<file path="src/rtl/core/iftfg_pkg.sv">
// Shared types and constants for the IPv4 transmit fragment header generator.
package iftfg_pkg;

    localparam int MAX_FRAGS  = 45;
    localparam int FRAG_CNT_W = $clog2(MAX_FRAGS);

    localparam logic [15:0] VER_IHL_TOS = 16'h4500;
    localparam logic [7:0]  TTL_VALUE   = 8'd64;
    localparam logic [10:0] HDR_BYTES   = 11'd20;

    // Input beat: payload_len, dest_addr, proto_num from bit 0 up.
    localparam int IN_W  = 56;
    // Output beat: total_length, ident, flags_offset, hdr_sum, slice_start, slice_len.
    localparam int OUT_W = 88;

    typedef struct packed {
        logic load;   // latch a new request
        logic step;   // emit current fragment and advance
    } iftfg_cmd_t;

    typedef struct packed {
        logic out_valid;   // output register holds an untaken beat
        logic frag_last;   // current fragment is the final one
    } iftfg_stat_t;

endpackage

</file>
<file path="src/rtl/core/iftfg_ctrl.sv">
// Controller: sequences request intake and per-fragment emission.
module iftfg_ctrl
    import iftfg_pkg::*;
(
    input  logic        clk,
    input  logic        rst_n,
    input  logic        s_tvalid,
    output logic        s_tready,
    input  logic        m_tready,
    input  iftfg_stat_t stat,
    output iftfg_cmd_t  cmd
);

    localparam logic ST_IDLE = 1'b0;
    localparam logic ST_EMIT = 1'b1;

    logic state_reg;
    logic state_next;
    logic room;

    // output register free now or freed this cycle
    assign room = !stat.out_valid || m_tready;

    always_comb
    begin
        state_next = state_reg;
        s_tready   = 1'b0;
        cmd.load   = 1'b0;
        cmd.step   = 1'b0;
        unique case (state_reg)
            ST_IDLE:
            begin
                s_tready = 1'b1;
                if (s_tvalid)
                begin
                    cmd.load   = 1'b1;
                    state_next = ST_EMIT;
                end
            end
            ST_EMIT:
            begin
                if (room)
                begin
                    cmd.step = 1'b1;
                    if (stat.frag_last)
                        state_next = ST_IDLE;
                end
            end
            default:
            begin
                state_next = ST_IDLE;
            end
        endcase
    end

    always_ff @(posedge clk or negedge rst_n)
    begin
        if (!rst_n)
            state_reg <= ST_IDLE;
        else
            state_reg <= state_next;
    end

endmodule

</file>
<file path="src/rtl/core/iftfg_dp.sv">
// Datapath: request registers, fragment walk, checksum and output register.
module iftfg_dp
    import iftfg_pkg::*;
#(
    parameter int FRAG_PAYLOAD = 1480
)
(
    input  logic              clk,
    input  logic              rst_n,
    input  logic              cfg_wr_en,
    input  logic [31:0]       cfg_wr_data,
    input  logic [IN_W-1:0]   s_tdata,
    input  logic              m_tready,
    output logic              m_tvalid,
    output logic [OUT_W-1:0]  m_tdata,
    output logic              m_tlast,
    input  iftfg_cmd_t        cmd,
    output iftfg_stat_t       stat
);

    localparam logic [15:0] FRAG_W = 16'(FRAG_PAYLOAD);
    localparam logic [FRAG_CNT_W-1:0] K_LAST = FRAG_CNT_W'(MAX_FRAGS - 1);

    logic [31:0]           local_ip_reg;
    logic [15:0]           next_ident_reg;

    logic [15:0]           rem_reg;
    logic [15:0]           start_reg;
    logic [FRAG_CNT_W-1:0] k_reg;
    logic [15:0]           ident_reg;
    logic [18:0]           base_sum_reg;

    logic                  out_valid_reg;
    logic                  out_valid_next;
    logic [OUT_W-1:0]      out_data_reg;
    logic                  out_last_reg;

    logic [15:0]           in_len;
    logic [31:0]           in_dst;
    logic [7:0]            in_proto;
    logic [18:0]           base_sum;

    logic                  fits;
    logic                  frag_last;
    logic [10:0]           slen;
    logic [10:0]           tot;
    logic [13:0]           fo;
    logic [19:0]           sum_raw;
    logic [16:0]           sum_f1;
    logic [15:0]           sum_f2;
    logic [15:0]           hdr_sum;

    assign in_len   = s_tdata[15:0];
    assign in_dst   = s_tdata[47:16];
    assign in_proto = s_tdata[55:48];

    // header words that stay fixed across all fragments of one packet
    assign base_sum = 19'(VER_IHL_TOS) + 19'({TTL_VALUE, in_proto}) + 19'(next_ident_reg)
                    + 19'(local_ip_reg[31:16]) + 19'(local_ip_reg[15:0])
                    + 19'(in_dst[31:16]) + 19'(in_dst[15:0]);

    assign fits      = (rem_reg <= FRAG_W);
    assign frag_last = fits || (k_reg == K_LAST);
    assign slen      = fits ? rem_reg[10:0] : FRAG_W[10:0];
    assign tot       = slen + HDR_BYTES;
    assign fo        = {~frag_last, start_reg[15:3]};

    assign sum_raw = 20'(base_sum_reg) + 20'(tot) + 20'(fo);
    assign sum_f1  = 17'(sum_raw[15:0]) + 17'(sum_raw[19:16]);
    assign sum_f2  = sum_f1[15:0] + 16'(sum_f1[16]);
    assign hdr_sum = ~sum_f2;

    assign out_valid_next = cmd.step ? 1'b1 : (m_tready ? 1'b0 : out_valid_reg);

    always_ff @(posedge clk or negedge rst_n)
    begin
        if (!rst_n)
        begin
            local_ip_reg   <= '0;
            next_ident_reg <= '0;
            out_valid_reg  <= 1'b0;
        end
        else
        begin
            if (cfg_wr_en)
                local_ip_reg <= cfg_wr_data;
            if (cmd.load)
                next_ident_reg <= next_ident_reg + 16'd1;
            out_valid_reg <= out_valid_next;
        end
    end

    always_ff @(posedge clk)
    begin
        if (cmd.load)
        begin
            rem_reg      <= in_len;
            start_reg    <= '0;
            k_reg        <= '0;
            ident_reg    <= next_ident_reg;
            base_sum_reg <= base_sum;
        end
        else if (cmd.step)
        begin
            rem_reg   <= rem_reg - FRAG_W;
            start_reg <= start_reg + FRAG_W;
            k_reg     <= k_reg + FRAG_CNT_W'(1);
        end
        if (cmd.step)
        begin
            out_data_reg <= {4'd0, slen, start_reg, hdr_sum, fo, ident_reg, tot};
            out_last_reg <= frag_last;
        end
    end

    assign m_tvalid       = out_valid_reg;
    assign m_tdata        = out_data_reg;
    assign m_tlast        = out_last_reg;
    assign stat.out_valid = out_valid_reg;
    assign stat.frag_last = frag_last;

endmodule

</file>
<file path="src/rtl/core/ipv4_tx_fragment_header_gen.sv">
// Top level of the IPv4 transmit fragment header generator.
// The first header is built from the registered request, then held in the output register.
// Throughput: one fragment header per cycle while the output register is free or draining,
//   ceil(payload_len / FRAG_PAYLOAD) beats, at least one and at most 45 per request.
// Next request is taken the cycle after the last fragment is loaded for output.
// Reset (rst_n, async, active low): local_ip and the identifier counter clear to 0.
module ipv4_tx_fragment_header_gen
    import iftfg_pkg::*;
#(
    parameter int FRAG_PAYLOAD = 1480   // fragment payload bytes, 8..1480
)
(
    input  logic             clk,
    input  logic             rst_n,
    // source address register
    input  logic             cfg_wr_en,
    input  logic [31:0]      cfg_wr_data,
    // request stream
    input  logic             s_tvalid,
    output logic             s_tready,
    input  logic [IN_W-1:0]  s_tdata,   // payload_len[15:0], dest_addr[47:16], proto_num[55:48]
    // fragment header stream
    output logic             m_tvalid,
    input  logic             m_tready,
    output logic [OUT_W-1:0] m_tdata,   // total_length[10:0], ident[26:11],
                                        // flags_offset[40:27], hdr_sum[56:41],
                                        // slice_start[72:57], slice_len[83:73], zero pad
    output logic             m_tlast    // last fragment of the request
);

    iftfg_cmd_t  cmd;
    iftfg_stat_t stat;

    // Controller: idle until a request beat, then steps one fragment per
    // cycle whenever the output register is free or being drained.
    iftfg_ctrl u_ctrl (
        .clk      (clk),
        .rst_n    (rst_n),
        .s_tvalid (s_tvalid),
        .s_tready (s_tready),
        .m_tready (m_tready),
        .stat     (stat),
        .cmd      (cmd)
    );

    // Datapath: remaining-length walk, per-fragment checksum with the
    // constant header words summed once at request intake.
    iftfg_dp #(
        .FRAG_PAYLOAD (FRAG_PAYLOAD)
    ) u_dp (
        .clk         (clk),
        .rst_n       (rst_n),
        .cfg_wr_en   (cfg_wr_en),
        .cfg_wr_data (cfg_wr_data),
        .s_tdata     (s_tdata),
        .m_tready    (m_tready),
        .m_tvalid    (m_tvalid),
        .m_tdata     (m_tdata),
        .m_tlast     (m_tlast),
        .cmd         (cmd),
        .stat        (stat)
    );

endmodule

</file>
<file path="config.mk">
export PLATFORM = sky130hd
export DESIGN_NAME = ipv4_tx_fragment_header_gen
export DESIGN_NICKNAME = d
export VERILOG_FILES = /design/src/rtl/core/iftfg_pkg.sv /design/src/rtl/core/iftfg_ctrl.sv /design/src/rtl/core/iftfg_dp.sv /design/src/rtl/core/ipv4_tx_fragment_header_gen.sv
export SDC_FILE = /design/constraint.sdc
export NUM_CORES = 1
export LEC_CHECK = 0
export BUFFER_PORTS_ARGS = -buffer_cell sky130_fd_sc_hd__buf_2
export CAP_MARGIN = 20
export CORE_MARGIN = 1.5
export CORE_UTILIZATION = 40
export DETAILED_ROUTE_END_ITERATION = 8
export PLACE_DENSITY = 0.68
export SYNTH_ARGS = -nofsm -noshare
export SYNTH_HDL_FRONTEND = slang
export SYNTH_SLANG_ARGS = --single-unit
</file>
<file path="constraint.sdc">
create_clock -name clk -period 13.53 [get_ports clk]
set_clock_uncertainty 0.15 [all_clocks]
set_input_delay 0.6765 -clock clk [delete_from_list [all_inputs] [get_ports clk]]
set_output_delay 0.6765 -clock clk [all_outputs]
set_load 0.02 [all_outputs]
</file>
; ---- After elaboration in Yosys (flattened, before gate mapping)
; Index checks and enable logic that the tools add are counted.
[op_classes]
n_lt_le_gt_ge = 1
reduce_logical = 5
bitwise_logic = 3
add_sub_neg = 15
eq_ne = 1
muxes = 13
[ops]
columns = operator, count
row1 = $add 19x16->19, 5
row2 = $mux 16, 2
row3 = $add 19x11->20, 1
row4 = $add 20x14->20, 1
row5 = $add 16x4->17, 1
row6 = $add 15x15->16 const A, 1
row7 = $add 16x1->16, 1
row8 = $add 16x1->16 const B, 1
row9 = $add 16x11->16 const B, 1
row10 = $le 16x11->1 const B, 1
row11 = $not 16->16, 1
row12 = $sub 16x11->16 const B, 1
row13 = $add 11x5->11 const B, 1
row14 = $mux 11, 1
row15 = $mux 1, 9
row16 = $add 6x1->6 const B, 1
row17 = $eq 6x6->1 const B, 1
row18 = $reduce_bool 2->1, 2
row19 = $logic_or 1x1->1, 2
row20 = $not 1->1, 2
row21 = $pmux 1 s2, 1
row22 = $logic_not 1->1, 1
[word_totals]
ff_bits = 208
inputBits = 93
wordCells = 49

; ---- Longest topological paths before layout
; Gate-level depths: netlist (run 1).
[logic_depth]
word_depth = 8
mapped_depth = 44
ltp_nobuf = 42

; ---- Cells and area by module
; A second synthesis (run 1) with hierarchy kept.
[unflattened]
hier_cells = 850
area_unflattened_um2 = 10666.5
[modules_own_cells]
columns = module, cells_per_inst, area_each_um2, n_inst
row1 = iftfg_dp, 843, 10597.7, 1
row2 = iftfg_ctrl, 7, 68.8, 1

; ---- Worst setup path before layout (run 1)
; OpenSTA, ideal clock, no wires.
[synth_path]
path_type = register to register
from = register u_dp.rem_reg[4]
to = register u_dp.out_data_reg[53], in the netlist u_dp.m_tdata[53] (data pin)
setup_time_ns = 0.269
required_ns = 13.111
stages_incl_launch_ff = 42
synth_period_minus_slack_ns = 8.404
path_buffers = 1
setup_slack_ns = 5.126
t_arrival_ns = 7.985
cell_sequence = edfxtp_1 or4_1 o21a_1 o21ai_0 and2_1 clkbuf_1 nand2_1 inv_1 ha_1 o21ai_0 or2_2 xor2_1 nand2_1 inv_1 fa_1 inv_1 ha_1 nor2_1 [... 6 more ...] ha_1 inv_1 fa_1 nor2b_1 o21ai_0 or2b_1 nand4_1 or2_2 nor2_1 nand4_1 nor3_1 ha_1 ha_1 nand3_1 nor3_1 nor4b_2 o211ai_1 xnor2_1
[synth_between]
elab_chain_cells = 8
elab_cells_between_ends = 10
classes_between = 5 x add/sub / 1 x order compare / 1 x mux / 2 x bitwise / 1 x reduce/logical
[synth_lines]
columns = element, line
row1 = start: declaration, iftfg_dp.sv:27  ; logic [15:0] rem_reg;
row2 = start signal: assignment, iftfg_dp.sv:97  ; rem_reg <= in_len;
row3 = start signal: assignment, iftfg_dp.sv:105  ; rem_reg <= rem_reg - FRAG_W;
row4 = $le 16x11->1, iftfg_dp.sv:62  ; assign fits = (rem_reg <= FRAG_W);
row5 = $mux 11, iftfg_dp.sv:64  ; assign slen = fits ? rem_reg[10:0] : FRAG_W[10:0];
row6 = $add 11x5->11, iftfg_dp.sv:65  ; assign tot = slen + HDR_BYTES;
row7 = net u_dp.tot[2], iftfg_dp.sv:46  ; logic [10:0] tot;
row8 = $add 19x11->20, iftfg_dp.sv:68  ; assign sum_raw = 20'(base_sum_reg) + 20'(tot) + 20'(fo);
row9 = $add 20x14->20, iftfg_dp.sv:68
row10 = $add 16x4->17, iftfg_dp.sv:69  ; assign sum_f1 = 17'(sum_raw[15:0]) + 17'(sum_raw[19:16]);
row11 = $add 16x1->16, iftfg_dp.sv:70  ; assign sum_f2 = sum_f1[15:0] + 16'(sum_f1[16]);
row12 = $not 16->16, iftfg_dp.sv:71  ; assign hdr_sum = ~sum_f2;
row13 = net u_dp.hdr_sum[12], iftfg_dp.sv:51  ; logic [15:0] hdr_sum;
row14 = end signal: assignment, iftfg_dp.sv:111  ; out_data_reg <= {4'd0, slen, start_reg, hdr_sum, fo, ident_reg, tot};
row15 = end: declaration, iftfg_dp.sv:35  ; logic [OUT_W-1:0] out_data_reg;
; The timed path passes the listed nets, and every way through them passes these cells.
; A chain may end at the register's enable or synchronous reset.

; ---- Final worst setup path (run 1)
; Same ends and word-level chain as after synthesis.

==> impl_metrics.env, run 1 <==
export IMPL_outcome="finished clean"
export IMPL_antenna_violating_nets_post_route=0
export IMPL_final_min_period_over_clock_period=0.7022
export IMPL_via_per_inst=4.962
export IMPL_finalHoldViolations=0
export IMPL_drt_iter0_drc=328
export IMPL_critical_path_endpoint_type="flop"
export IMPL_htree_num_levels=4
export IMPL_syn_inst=918
export IMPL_portion_of_total_power_attributed_to_combinational_logic=0.539
export IMPL_crit_path_top_delay_cell="or4_1"
export IMPL_power_frac_seq=0.300
export IMPL_final_layout_size_suffix_gt1_frac=0.2409
export IMPL_synth_cell_types=72
export IMPL_remaining_drc_errors=0
export IMPL_worstSetupStartpointType="flop"
export IMPL_power_leakage_nw=5.447
export IMPL_ys_flop_type="edfxtp_1"
export IMPL_p_sw_mw=1.306
export IMPL_asyncSetResetFlopFracSynth=0.2674
export IMPL_detailed_place_hpwl_mm=17.32
export IMPL_antenna_violations_before_repair=0
export IMPL_cp_max_fo=10
export IMPL_timing_max_slew_rel_slack=0.2938
export IMPL_avgRoutedWirePerCell_um=15.71
export IMPL_overflow_after_grt=0
export IMPL_grt_setup_unrepaired="no"
export IMPL_most_common_library_cell_in_the_layout_ignoring_fill_and_taps="buf_2"
export IMPL_finalNetCount=1302
export IMPL_path_clk_slew_ns=0.08
export IMPL_fmax_mhz=105.3
export IMPL_detailedRoute_firstPassIterationCount=4
export IMPL_syn_to_final_growth_pct=15.72
export IMPL_fp_dieArea_um2=28340
export IMPL_ys_seq_area_frac=0.4732
export IMPL_timing_hold_worst_class="in2async"
export IMPL_tightest_slew_ns=1.059
export IMPL_cts_tree="yes"
export IMPL_path_type_of_the_worst_setup_path="reg2reg"
export IMPL_timing_critical_path_buf_inv=4
export IMPL_route_vias_total=7150
export IMPL_critPathTopFamily="simple AND/OR/NAND/NOR gates"
export IMPL_cts_setup_buffers=0
export IMPL_postSynthAreaPerCell_um2=11.91
export IMPL_core_um2=26880
export IMPL_fp_dieH_um=168.3
export IMPL_internal_power_mw=1.739
export IMPL_initial_utilization=0.4069
export IMPL_fin_setup_tns_ns=0
export IMPL_pin_count_of_the_biggest_net_entering_global_routing=83
export IMPL_synth_edf_count=118
export IMPL_ios=184
export IMPL_chipWidth_um=168.3
export IMPL_yosys_warnings=0
export IMPL_final_max_slew_viol_count=0
export IMPL_synth_ff_latch_count=187
export IMPL_cts_path_max_buffers=2
export IMPL_place_gp_congestion=0.8865
export IMPL_power_switching_share=0.4289
export IMPL_antenna_cells=0
export IMPL_cap_violations=0
export IMPL_place_port_buffers=176
export IMPL_clkSinkCount=187
export IMPL_layout_cells_most_common_list="176 x buf_2, 118 x edfxtp_1, 96 x inv_1"
export IMPL_clock_power_share=0.161
export IMPL_clock_root_buffer="clkbuf_16"
export IMPL_cts_hold_buf=0
export IMPL_timing_final_crit_period_ns=9.500
export IMPL_peakVddDrop_v=0.00009369
export IMPL_worst_path_largest_cell_delay_ns=0.55
export IMPL_cts_inserted_buffers=17
export IMPL_post_cts_resized_instances=0
export IMPL_finalWirelength_mm=22.63
export IMPL_post_synth_instance_area_um2=10940
export IMPL_finalSetupViolations=0
export IMPL_p_per_area_nw_per_um2=240.7
export IMPL_global_route_wire_length_before_repair_mm=36.23
export IMPL_clock_latency_ns=0.43
export IMPL_total_power_mw=3.046
export IMPL_largest_reg_flops=66
export IMPL_required_time_worst_endpoint_ns=13.54
export IMPL_arrival_ns=9.51
export IMPL_count_of_standard_cell_rows=60
export IMPL_first_global_vias=7174
export IMPL_globalRouteTotalUtil=0.1637
## cell type report
class                   instances  area (um2)
clock buffers                  19       452.9
inverters                      98       369.1
clock inverters                13       122.6
multi-input cells             603        5197
flip-flops and latches        187        5175
well taps                     341       426.7
fillers                      2461       14220
repair buffers                180       910.9
## per-layer routing
layer | GRT usage | wire (um)
met1 | 0.2144 | 10220
met4 | 0.04930 | 380
met2 | 0.2785 | 11070
met5 | 0 | 0
met3 | 0.02774 | 956
## power by group through the flow
stage | clock network, mW | logic, mW | registers, mW
CTS | 0.501 | 1.65 | 0.916
finish | 0.489 | 1.64 | 0.915
floorplan | 0 | 1.22 | 0.965
detailed placement | 0 | 1.64 | 0.928
global route | 0.523 | 1.84 | 0.934
global placement | 0 | 1.62 | 0.925
## Yosys cell counts, drive strengths merged, types with 2 or more instances
cell	instances	area, um2
nand4	10	62.56
o2111ai	3	26.28
buf	22	165.2
inv	98	367.9
dfxtp	19	380.4
dfrtp	50	1251
edfxtp	118	3543
o31ai	4	30.03
a21boi	2	15.01
or2b	2	15.01
o21a	6	45.04
nor4b	3	32.53
fa	68	1361
a21oi	35	175.2
or4	5	37.54
xor2	29	254.0
nor3	20	105.1
nand3b	2	15.01
and2	9	60.06
a31oi	2	12.51
o22ai	3	31.28
nand2b	5	38.78
xnor2	57	506.7
clkbuf	14	52.55
a311oi	2	17.52
or2	7	43.80
and3	13	81.33
nand2	62	232.7
a211oi	3	22.52
nor4	3	18.77
or3	8	51.30
ha	54	675.7
a211o	3	26.28
o21ai	39	195.2
nor2b	4	25.02
o211ai	5	51.30
mux2	30	337.8
a21o	6	45.04
o21bai	3	22.52
nor2	49	186.4
nand3	22	110.1
## cells by family after synthesis
family          after synthesis  synth area share
buf+inv                     134           0.05355
simple gates                228            0.1065
other cells                   1         0.0003429
mux                          31           0.03181
flops                       187            0.4732
compound gates              129           0.07872
xor+xnor                     86           0.06957
fa+ha+maj                   122            0.1863
## path summary, 6_finish.rpt
kind,depth (start not counted),start,slack (ns),to
setup / recovery,40,u_dp.rem_reg[4],4.03,u_dp.m_tdata[53]
hold / removal,2,rst_n,0.20,u_dp.local_ip_reg[1]
setup reg to reg,40,u_dp.rem_reg[4],4.03,u_dp.m_tdata[53]
hold reg to reg,0,u_dp.ident_reg[11],0.27,u_dp.m_tdata[22]
max in group asynchronous,2,rst_n,12.58,u_dp.next_ident_reg[8]
min in group clk,0,u_dp.ident_reg[11],0.27,u_dp.m_tdata[22]
## stage by stage
| stage | cell area, um2 | util | hold WS, ns | setup WS [ns] | cells |
|---|---|---|---|---|---|
| floorplan | 10960 | - | 0.2309 | 5.126 | 924 |
| global placement | 12080 | 0.4494 | 0.2518 | 4.582 | 1409 |
| detailed placement | 12080 | 0.4494 | 0.2561 | 4.189 | 1409 |
| CTS | 12650 | 0.4709 | 0.2191 | 4.109 | 1441 |
| global route | 12650 | 0.4709 | 0.2395 | 3.090 | 1441 |
| finish | 12650 | 0.4709 | 0.2006 | 4.030 | 1441 |
Note: power is estimated with default switching activity, not from simulation.
==> run 2: changes to the inputs <==
- clock period: 13.53 -> 9.3 ns (I/O delays scaled with it)
==> impl_metrics.env, run 2 (synthesis results as in run 1) <==
export IMPL_clkSinkCount=187
export IMPL_timing_final_crit_period_ns=8.636
export IMPL_via_per_inst=4.941
export IMPL_cp_max_fo=5
export IMPL_most_common_library_cell_in_the_layout_ignoring_fill_and_taps="buf_2"
export IMPL_finalSetupViolations=0
export IMPL_worstSetupStartpointType="flop"
export IMPL_timing_max_slew_rel_slack=0.2917
export IMPL_detailedRoute_firstPassIterationCount=4
export IMPL_fp_dieH_um=168.3
export IMPL_path_clk_slew_ns=0.08
export IMPL_count_of_standard_cell_rows=60
export IMPL_core_um2=26880
export IMPL_startpoint="u_dp.rem_reg[4]"
export IMPL_p_per_area_nw_per_um2=352.7
export IMPL_drt_iter0_drc=355
export IMPL_hold_start="cfg_wr_data[17]"
export IMPL_chipWidth_um=168.3
export IMPL_finalHoldViolations=0
export IMPL_place_port_buffers=176
export IMPL_final_max_slew_viol_count=0
export IMPL_antenna_violations_before_repair=0
export IMPL_timing_hold_worst_class="in2reg"
export IMPL_initial_utilization=0.4069
export IMPL_syn_to_final_growth_pct=16.56
export IMPL_required_time_worst_endpoint_ns=9.34
export IMPL_cts_path_max_buffers=2
export IMPL_global_route_wire_length_before_repair_mm=36.96
export IMPL_outcome="finished clean"
export IMPL_tightest_slew_ns=1.062
export IMPL_layout_cells_most_common_list="176 x buf_2, 118 x edfxtp_1, 96 x inv_1"
export IMPL_peakVddDrop_v=0.0001528
export IMPL_clock_root_buffer="clkbuf_16"
export IMPL_cts_inserted_buffers=17
export IMPL_remaining_drc_errors=0
export IMPL_clock_latency_ns=0.43
export IMPL_fp_dieArea_um2=28340
export IMPL_final_layout_size_suffix_gt1_frac=0.2514
export IMPL_overflow_after_grt=0
export IMPL_cts_tree="yes"
export IMPL_finalNetCount=1308
export IMPL_fillerInstances=2434
export IMPL_pin_count_of_the_biggest_net_entering_global_routing=83
export IMPL_fin_setup_tns_ns=0
export IMPL_arrival_ns=8.68
export IMPL_power_leakage_nw=5.477
export IMPL_critical_path_endpoint_type="flop"
export IMPL_ios=184
export IMPL_largest_reg_flops=66
export IMPL_total_power_mw=4.496
export IMPL_route_vias_total=7149
export IMPL_detailed_place_hpwl_mm=17.43
export IMPL_antenna_violating_nets_post_route=0
export IMPL_grt_setup_unrepaired="no"
export IMPL_crit_path_top_delay_cell="or4_1"
export IMPL_avgRoutedWirePerCell_um=15.95
export IMPL_critical_path_top_cell_by_count="inv_1"
export IMPL_globalRouteTotalUtil=0.1665
export IMPL_final_min_period_over_clock_period=0.9286
export IMPL_cap_violations=0
export IMPL_worst_path_largest_cell_delay_ns=0.54
export IMPL_first_global_vias=7275
export IMPL_r2r_start="u_dp.rem_reg[4]"
export IMPL_place_gp_congestion=0.8993
export IMPL_antenna_cells=0
export IMPL_finalWirelength_mm=23.08
export IMPL_htree_num_levels=4
export IMPL_path_type_of_the_worst_setup_path="reg2reg"
export IMPL_fmax_mhz=115.8
-- run 2: changes by cell type in the layout (fill, tap and decap cells not counted), moves of 2 or more --
cell      previous run  this run
buf_4                4         9
o21ai_2              0         2
nor3_1              19        17
o21ai_0             39        35
o21ai_1              0         2
clkinv_4             4         2
-- run 2: layout make-up --
type / instances / area [um2] / area share
tap: 341 / 426.7 / 0.03347
clock inverter: 14 / 126.4 / 0.009915
clock buffer: 18 / 439.2 / 0.03446
inverter: 98 / 369.1 / 0.02896
multi-input combinational: 603 / 5251 / 0.4120
timing repair buffer: 186 / 958.4 / 0.07519
sequential: 187 / 5175 / 0.4060
-- run 2: final timing paths --
check,endpoint,slack (ns),depth (start not counted)
setup / recovery,u_dp.m_tdata[56],0.66,40
hold / removal,u_dp.local_ip_reg[17],0.09,3
setup reg to reg,u_dp.m_tdata[56],0.66,40
hold reg to reg,u_dp.m_tdata[16],0.27,0
max in group asynchronous,u_dp.next_ident_reg[8],8.02,3
min in group asynchronous,u_dp.local_ip_reg[17],0.53,3
-- run 2: where the power goes --
part	switching [mW]	internal, mW	leakage (nW)
logic	1.46	1.00	3.31
registers	0.146	1.19	1.89
clock network	0.343	0.361	0.279
-- run 2: critical path: cells and delay by family, from the launching register on --
| family | cells | cell delay [ns] |
|---|---|---|
| and+or+nand+nor | 17 | 3.16 |
| AOI/OAI and AO/OA | 11 | 2.22 |
| adders and majority gates | 5 | 1.64 |
| DFF | 1 | 0.44 |
| buffers and inverters | 5 | 0.42 |
| xor gates and xnor gates | 2 | 0.36 |
-- run 2: what timing repair did --
item	CTS	global route
endpoints found under the setup margin	0	11
hold buffers	1	0
hold endpoints to repair	6	0
gates resized for setup	0	14
setup buffers	0	4
-- run 2: layer usage --
metal / track usage / vias to the layer above / wire length [um]
met1: 0.2188 / 3441 / 10700
met3: 0.02844 / 35 / 821
li1: - / 3508 / -
met2: 0.2775 / 165 / 11020
met5: 0 / - / 0
met4: 0.06056 / 0 / 540
-- run 2: through the flow --
stage | area (um2) | instances | worst slack [ns] | utilization | hold slack (ns)
2_1_floorplan | 10960 | 924 | 0.8961 | - | 0.01941
3_3_place_gp | 12090 | 1410 | 0.6222 | 0.4497 | 0.2526
3_5_place_dp | 12090 | 1410 | 0.3045 | 0.4497 | 0.2545
4_1_cts | 12660 | 1443 | 0.2893 | 0.4711 | 0.07374
5_1_grt | 12750 | 1447 | 0.01347 | 0.4743 | 0.09487
6_report | 12750 | 1447 | 0.6640 | 0.4743 | 0.09172
